[src/rtl/mbda_pkg.sv]
`default_nettype none
package mbda_pkg;

	localparam int BUTTON_COUNT = 3;
	localparam int HISTORY_BITS = 8;
	localparam int ELAPSED_BITS = 17;

	localparam int HIST_CNT_W = $clog2(HISTORY_BITS + 1);
	localparam int PRESS_THRESHOLD = 4;
	localparam int RELEASE_THRESHOLD = 4;
	localparam int WAKE_HISTORY = 4;
	localparam int TICKS_PER_UNIT = 500;

	localparam int TIMEOUT_W = 8;
	localparam int CFG_DATA_W = 8;

	typedef enum logic {
		REQ_TICK = 1'b0,
		REQ_WAKE = 1'b1
	} req_t;

	typedef enum logic {
		CFG_HANDLER_PRESENT = 1'b0,
		CFG_SLEEP_TIMEOUT   = 1'b1
	} cfg_idx_t;

	typedef struct packed {
		logic step;
		logic wake;
		logic pressed;
		logic accepts;
		logic present;
	} btn_ctrl_t;

	typedef struct packed {
		logic stable;
		logic call;
		logic in_window;
	} btn_stat_t;

endpackage
`default_nettype wire

[src/rtl/mbda_button.sv]
`default_nettype none
module mbda_button import mbda_pkg::*; (
	input  wire logic                    clk,
	input  wire logic                    arst_n,
	input  wire btn_ctrl_t               ctrl,
	input  wire logic [ELAPSED_BITS-1:0] limit,
	output btn_stat_t                    stat
);

	localparam logic [ELAPSED_BITS-1:0] ELAPSED_MAX = {ELAPSED_BITS{1'b1}};

	logic [HISTORY_BITS-1:0] history_q, history_d, hist_shift;
	logic                    recorded_q, recorded_d;
	logic                    done_q, done_d;
	logic [ELAPSED_BITS-1:0] elapsed_q, elapsed_d, elapsed_inc;
	logic [HIST_CNT_W-1:0]   ones;
	logic                    stable, call, release_hit;

	always_comb begin
		ones = '0;
		for (int i = 0; i < HISTORY_BITS; i++) begin
			ones = ones + HIST_CNT_W'(hist_shift[i]);
		end
	end

	always_comb begin
		hist_shift  = {history_q[HISTORY_BITS-2:0], ctrl.pressed};
		elapsed_inc = (elapsed_q == ELAPSED_MAX) ? elapsed_q : elapsed_q + 1'b1;
		stable      = ctrl.pressed && (ones >= HIST_CNT_W'(PRESS_THRESHOLD));
		call        = stable && !done_q && ctrl.present;
		release_hit = !ctrl.pressed && (ones <= HIST_CNT_W'(RELEASE_THRESHOLD));

		if (ctrl.wake) begin
			history_d  = HISTORY_BITS'(WAKE_HISTORY);
			recorded_d = 1'b1;
			done_d     = 1'b1;
			elapsed_d  = '0;
		end else begin
			history_d  = hist_shift;
			elapsed_d  = (stable && !recorded_q) ? '0 : elapsed_inc;
			recorded_d = stable ? 1'b1 : (release_hit ? 1'b0 : recorded_q);
			done_d     = (call && ctrl.accepts) ? 1'b1 : (release_hit ? 1'b0 : done_q);
		end

		stat.stable    = stable && !ctrl.wake;
		stat.call      = call && !ctrl.wake;
		// activity is judged on the count after this update
		stat.in_window = elapsed_d < limit;
	end

	always_ff @(posedge clk or negedge arst_n) begin
		if (!arst_n) begin
			history_q  <= '0;
			recorded_q <= 1'b0;
			done_q     <= 1'b0;
			elapsed_q  <= '0;
		end else if (ctrl.step) begin
			history_q  <= history_d;
			recorded_q <= recorded_d;
			done_q     <= done_d;
			elapsed_q  <= elapsed_d;
		end
	end

endmodule
`default_nettype wire

[src/rtl/multi_button_debounce_activity.sv]
`default_nettype none
// An accepted transaction passes through the input register, then the
// per-button update into the result register.
// Throughput: one item per cycle while m_axis_tready is high; a waiting result
// lets one more transaction into the input register, then s_axis_tready drops.
// Reset (arst_n low) clears histories, flags, elapsed counts, valid bits and config registers.
module multi_button_debounce_activity import mbda_pkg::*; (
	input  wire logic                  clk,
	input  wire logic                  arst_n,
	input  wire logic                  s_axis_tvalid,
	output logic                       s_axis_tready,
	input  wire logic [7:0]            s_axis_tdata,  // [2:0] key_levels, [5:3] handler_accepts
	input  wire logic                  s_axis_tuser,  // [0] req_type
	output logic                       m_axis_tvalid,
	input  wire logic                  m_axis_tready,
	output logic [7:0]                 m_axis_tdata,  // [2:0] stable_pressed, [5:3] handler_calls,
	                                                  // [6] user_active
	input  wire logic                  cfg_we,
	input  wire logic                  cfg_index,
	input  wire logic [CFG_DATA_W-1:0] cfg_data
);

	logic                    valid_s1;
	req_t                    type_s1;
	logic [BUTTON_COUNT-1:0] keys_s1, accepts_s1;
	logic                    valid_s2;
	logic [BUTTON_COUNT-1:0] stable_s2, calls_s2;
	logic                    active_s2;

	logic [BUTTON_COUNT-1:0] present_q;
	logic [ELAPSED_BITS-1:0] limit_q;

	logic                    adv_s1;
	btn_ctrl_t               ctrl [BUTTON_COUNT];
	btn_stat_t               stat [BUTTON_COUNT];
	logic [BUTTON_COUNT-1:0] stable_c, calls_c, window_c;

	assign adv_s1        = valid_s1 && (!valid_s2 || m_axis_tready);
	assign s_axis_tready = !valid_s1 || adv_s1;
	assign m_axis_tvalid = valid_s2;
	assign m_axis_tdata  = {1'b0, active_s2, calls_s2, stable_s2};

	always_ff @(posedge clk or negedge arst_n) begin
		if (!arst_n) begin
			present_q <= '0;
			limit_q   <= '0;
		end else if (cfg_we) begin
			unique case (cfg_idx_t'(cfg_index))
				CFG_HANDLER_PRESENT: present_q <= cfg_data[BUTTON_COUNT-1:0];
				CFG_SLEEP_TIMEOUT:   limit_q   <= ELAPSED_BITS'(cfg_data[TIMEOUT_W-1:0])
				                                * ELAPSED_BITS'(TICKS_PER_UNIT);
				default: ;
			endcase
		end
	end

	always_ff @(posedge clk or negedge arst_n) begin
		if (!arst_n) begin
			valid_s1 <= 1'b0;
		end else if (s_axis_tready) begin
			valid_s1 <= s_axis_tvalid;
		end
	end

	always_ff @(posedge clk) begin
		if (s_axis_tvalid && s_axis_tready) begin
			type_s1    <= req_t'(s_axis_tuser);
			keys_s1    <= s_axis_tdata[BUTTON_COUNT-1:0];
			accepts_s1 <= s_axis_tdata[2*BUTTON_COUNT-1:BUTTON_COUNT];
		end
	end

	for (genvar b = 0; b < BUTTON_COUNT; b++) begin : g_btn
		always_comb begin
			ctrl[b].step    = adv_s1;
			ctrl[b].wake    = (type_s1 == REQ_WAKE);
			ctrl[b].pressed = !keys_s1[b];
			ctrl[b].accepts = accepts_s1[b];
			ctrl[b].present = present_q[b];
			stable_c[b]     = stat[b].stable;
			calls_c[b]      = stat[b].call;
			window_c[b]     = stat[b].in_window;
		end

		mbda_button u_button (
			.clk    (clk),
			.arst_n (arst_n),
			.ctrl   (ctrl[b]),
			.limit  (limit_q),
			.stat   (stat[b])
		);
	end

	always_ff @(posedge clk or negedge arst_n) begin
		if (!arst_n) begin
			valid_s2 <= 1'b0;
		end else if (!valid_s2 || m_axis_tready) begin
			valid_s2 <= valid_s1;
		end
	end

	always_ff @(posedge clk) begin
		if (adv_s1) begin
			stable_s2 <= stable_c;
			calls_s2  <= calls_c;
			// zero limit means the timeout is off
			active_s2 <= (limit_q == '0) || (|window_c);
		end
	end

endmodule
`default_nettype wire
[config.mk]
export PLATFORM = sky130hd
export DESIGN_NAME = multi_button_debounce_activity
export DESIGN_NICKNAME = d
export VERILOG_FILES = /design/src/rtl/mbda_pkg.sv /design/src/rtl/mbda_button.sv /design/src/rtl/multi_button_debounce_activity.sv
export SDC_FILE = /design/constraint.sdc
export NUM_CORES = 1
export LEC_CHECK = 0
export ABC_CLOCK_PERIOD_IN_PS = 6750
export BUFFER_PORTS_ARGS = -buffer_cell sky130_fd_sc_hd__buf_2
export CORE_UTILIZATION = 40
export CTS_CLUSTER_SIZE = 30
export DETAILED_ROUTE_END_ITERATION = 8
export REMOVE_ABC_BUFFERS = 1
export SYNTH_ARGS = -nofsm -noshare
export SYNTH_HDL_FRONTEND = slang
export SYNTH_SLANG_ARGS = --single-unit
[constraint.sdc]
create_clock -name clk -period 6.75 [get_ports clk]
set_input_delay 1.0125 -clock clk [delete_from_list [all_inputs] [get_ports clk]]
set_output_delay 1.0125 -clock clk [all_outputs]
set_load 0.01 [all_outputs]
==> key figures <==
Drt
  • Residual DRC: 0
  • DR WL/cell: 15.2 µm
  • Initial DRC Count: 270
  • DRT Pass-1 Iters: 4
  • Via count: 6575
  • Drt via density: 5.42
  • Post-DRT Antenna Nets: 0
  • Total wire length: 18400 µm

Pwr
  • Switching power: 0.895 mW
  • Clock Power Share: 22.7%
  • Leak: 4.23 nW
  • Cell internal pwr: 1.43 mW
  • Reg power frac: 36.1%
  • Pwr/cell area: 247 mW/mm²
  • Max VDD drop: 0.137 mV
  • Switching Share: 38.5%
  • Overall power: 2.32 mW
  • Combinational Power Share: 41.3%

Logic synthesis
  • Mapped Avg Cell Area: 9.38 µm²
  • Post-synthesis mux area share: 1.16%
  • EDFF count, synth: 14
  • Main combinational cell family by area after synthesis: adder cells
  • Ys flop type: dfrtp_1
  • Synth area leader: dfrtp_1
  • Synth Area in XOR/XNOR: 4.80%
  • Synth Area in Compound Gates: 18.6%
  • Yosys warnings: 0
  • Top cells by area, synth: dfrtp_1 28%, ha_1 13%, fa_1 7.8%
  • Register area share after synthesis: 32.8%
  • Synth Area in Simple Gates: 15.6%
  • Ys async rst share: 87.5%
  • Mapped cell area: 0.00876 mm²
  • Library cells used by synthesis: 67
  • Yosys top cell area share: 28.0%
  • Yosys reg bits: 112
  • Post-synthesis adder-cell area fraction: 20.8%
  • Mapped Cells: 934

Die
  • Die X: 150 µm
  • Die Y: 150 µm
  • Core Rows: 53
  • Core footprint: 0.0212 mm²
  • # IOs: 33
  • Die Area: 0.0225 mm²
  • Initial core utilization: 41.3%

Critical path
  • Buf+Inv Stages, Crit Path: 5
  • Delay-heaviest family, CP: adder cells
  • CP cell instances: inv_1, fa_1, inv_1, fa_1, fa_1, inv_1, ha_1, inv_1, fa_1, nor2b_1, a211oi_4, a21o_1, buf_4, nor2_1, ha_1, a21oi_1, nor2b_1, o21ai_0, a21boi_0, or4_1, nand4_1
  • CP max stage cell: fa_1
  • Crit. path cell count: 21
  • Reg2Reg Depth: 21
  • Critical path peak fanout: 14
  • CP endpoint kind: register
  • Worst path max stage delay: 530 ps
  • Crit Path Category: reg2reg
  • Worst EP required: 6970 ps
  • Startpoint types: register
  • Critical Path AT: 5670 ps

CTS
  • H-tree depth: 3
  • Hold_buf cts: 0
  • Num CTS Buffers: 9
  • CTS tree: yes
  • Root Buffer: clkbuf_16
  • # clock sinks: 112
  • Clk pin slew, worst setup/hold paths: 80 ps
  • PostCTS Resize Cnt: 0
  • Worst-Skew Late Latency: 360 ps
  • Longest Clk Path Bufs: 2
  • # Post-CTS Setup Buffers: 0

Global routing
  • Gr usage total: 17.7%
  • Gr ovfl total: 0
  • First-pass GRT wire length: 31400 µm
  • Initial antenna violation count: 0
  • Vias in the first global route: 6310
  • Largest net degree at the start of global routing: 78

Final layout
  • Highest-count cells in the layout ignoring fill and taps: 98 x dfrtp_1, 91 x ha_1, 86 x inv_1, 72 x nor2_1, 71 x o21ai_0
  • Post-layout util: 44.2%
  • Layout cells sized above 1: 9.16%
  • Fillcell total: 2103
  • Most common cell after layout, fill and taps aside: dfrtp_1
  • Area delta synth->final: 7.16%
  • Final Cell Area: 0.00939 mm²
  • NumNets Final: 1082
  • Antenna cells: 0

Timing
  • Fin crit period: 5450 ps
  • Final Hold Fails: 0
  • Slew HR: 39.8%
  • RSZ-0062 raised after global routing: no
  • Worst slew pin tran: 900 ps
  • Slew Limit Fails: 0
  • Worst Clk Skew: 12.2 ps
  • Final Setup Violations: 0
  • Final period util: 80.8%
  • Max Fclk: 183 MHz
  • Setup TNS: 0 ps

Status
  • Status: finished, final reports clean

Worst hold path
  • Worst Hold Depth: 2
  • Tightest Hold Check Type: reg2reg

Place
  • Post-DP Area: 0.00910 mm²
  • Post-DP HPWL: 13400 µm
  • Number of port buffers: 29
  • RePlAce Congestion: 0.821

Job
  • Number of max-cap violations: 0
## per-layer routing
| layer | share of wire [%] | routed length [µm] | vias to the layer above | global-route usage (%) |
|---|---|---|---|---|
| li1 | - | - | 3317 | - |
| met1 | 50 | 9240 | 3177 | 24.0 |
| met2 | 47 | 8660 | 68 | 29.6 |
| met3 | 2.1 | 387 | 13 | 2.74 |
| met4 | 0.84 | 155 | 0 | 3.74 |
| met5 | 0 | 0 | - | 0 |
## registers in the layout, summed over array words and instances (netlist names)
signal / flops
g_btn.u_button.recorded_q: 3
valid_s1: 1
active_s2: 1
g_btn.u_button.done_q: 3
m_axis_tvalid: 1
accepts_s1: 3
calls_s2: 3
type_s1: 1
stable_s2: 3
g_btn.u_button.elapsed_q: 51
limit_q: 15
present_q: 3
g_btn.u_button.history_q: 21
keys_s1: 3
## area by class of cell
| cell class | instances | area [µm²] | area share (%) |
|---|---|---|---|
| inverter | 86 | 323 | 3.44 |
| clock inverter | 6 | 55.1 | 0.587 |
| timing repair buffer | 37 | 208 | 2.21 |
| multi-input combinational | 688 | 5350 | 57.0 |
| sequential | 112 | 2870 | 30.6 |
| tap | 275 | 344 | 3.67 |
| clock buffer | 10 | 229 | 2.44 |
## power groups by stage
stage	clock, mW	combinational [mW]	sequential [mW]
2_1_floorplan	0	0.728	0.831
5_1_grt	0.568	1.11	0.848
3_3_place_gp	0	0.949	0.848
4_1_cts	0.542	0.977	0.837
3_5_place_dp	0	0.970	0.850
6_report	0.527	0.958	0.837
## worst register-to-register path, cell delays in order (launching register included)
cell and delay [ps]:
edfxtp_1 450, inv_1 100, fa_1 530, inv_1 50
fa_1 490, fa_1 420, inv_1 70, ha_1 150
inv_1 50, fa_1 360, nor2b_1 180, a211oi_4 310
a21o_1 460, buf_4 270, nor2_1 70, ha_1 280
a21oi_1 140, nor2b_1 60, o21ai_0 160, a21boi_0 100
or4_1 480, nand4_1 130
## stage by stage
stage / setup WS (ps) / hold slack (ps) / std cells
after global placement: 1350 / 459 / 1198
final: 1300 / 480 / 1214
after CTS: 1290 / 484 / 1214
after floorplan: 998 / 449 / 886
after detailed placement: 1350 / 466 / 1198
after global routing: 935 / 494 / 1214
## synthesized netlist by cell type, drive strengths merged, types with 13 or more instances
library cell	count
clkbuf	27
o31ai	44
xnor2	18
fa	34
buf	21
a21oi	41
nand4	23
dfrtp	98
nor2b	13
nand2	68
nand3	24
edfxtp	14
o21ai	79
ha	91
nor2	72
xor2	30
a31oi	19
inv	86
## worst paths after layout
path	start	to	slack, ps
hold / removal	g_btn[1].u_button.history_q[5]	g_btn[1].u_button.history_q[5]	480
hold reg to reg	g_btn[1].u_button.history_q[5]	g_btn[1].u_button.history_q[5]	480
max in group asynchronous	arst_n	g_btn[2].u_button.elapsed_q[5]	4990
min in group asynchronous	arst_n	g_btn[0].u_button.history_q[6]	660
setup / recovery	keys_s1[1]	active_s2	1300
setup reg to reg	keys_s1[1]	active_s2	1300
## cells by family after synthesis
kind of cell,Yosys count
other,1
buffers and inverters,134
AND/OR/NAND/NOR,266
adder cells (fa/ha/maj),125
flip-flops,112
multiplexers,9
XOR/XNOR,48
AO/OA/AOI/OAI,239
No activity file was read; power rests on OpenSTA's default activity.
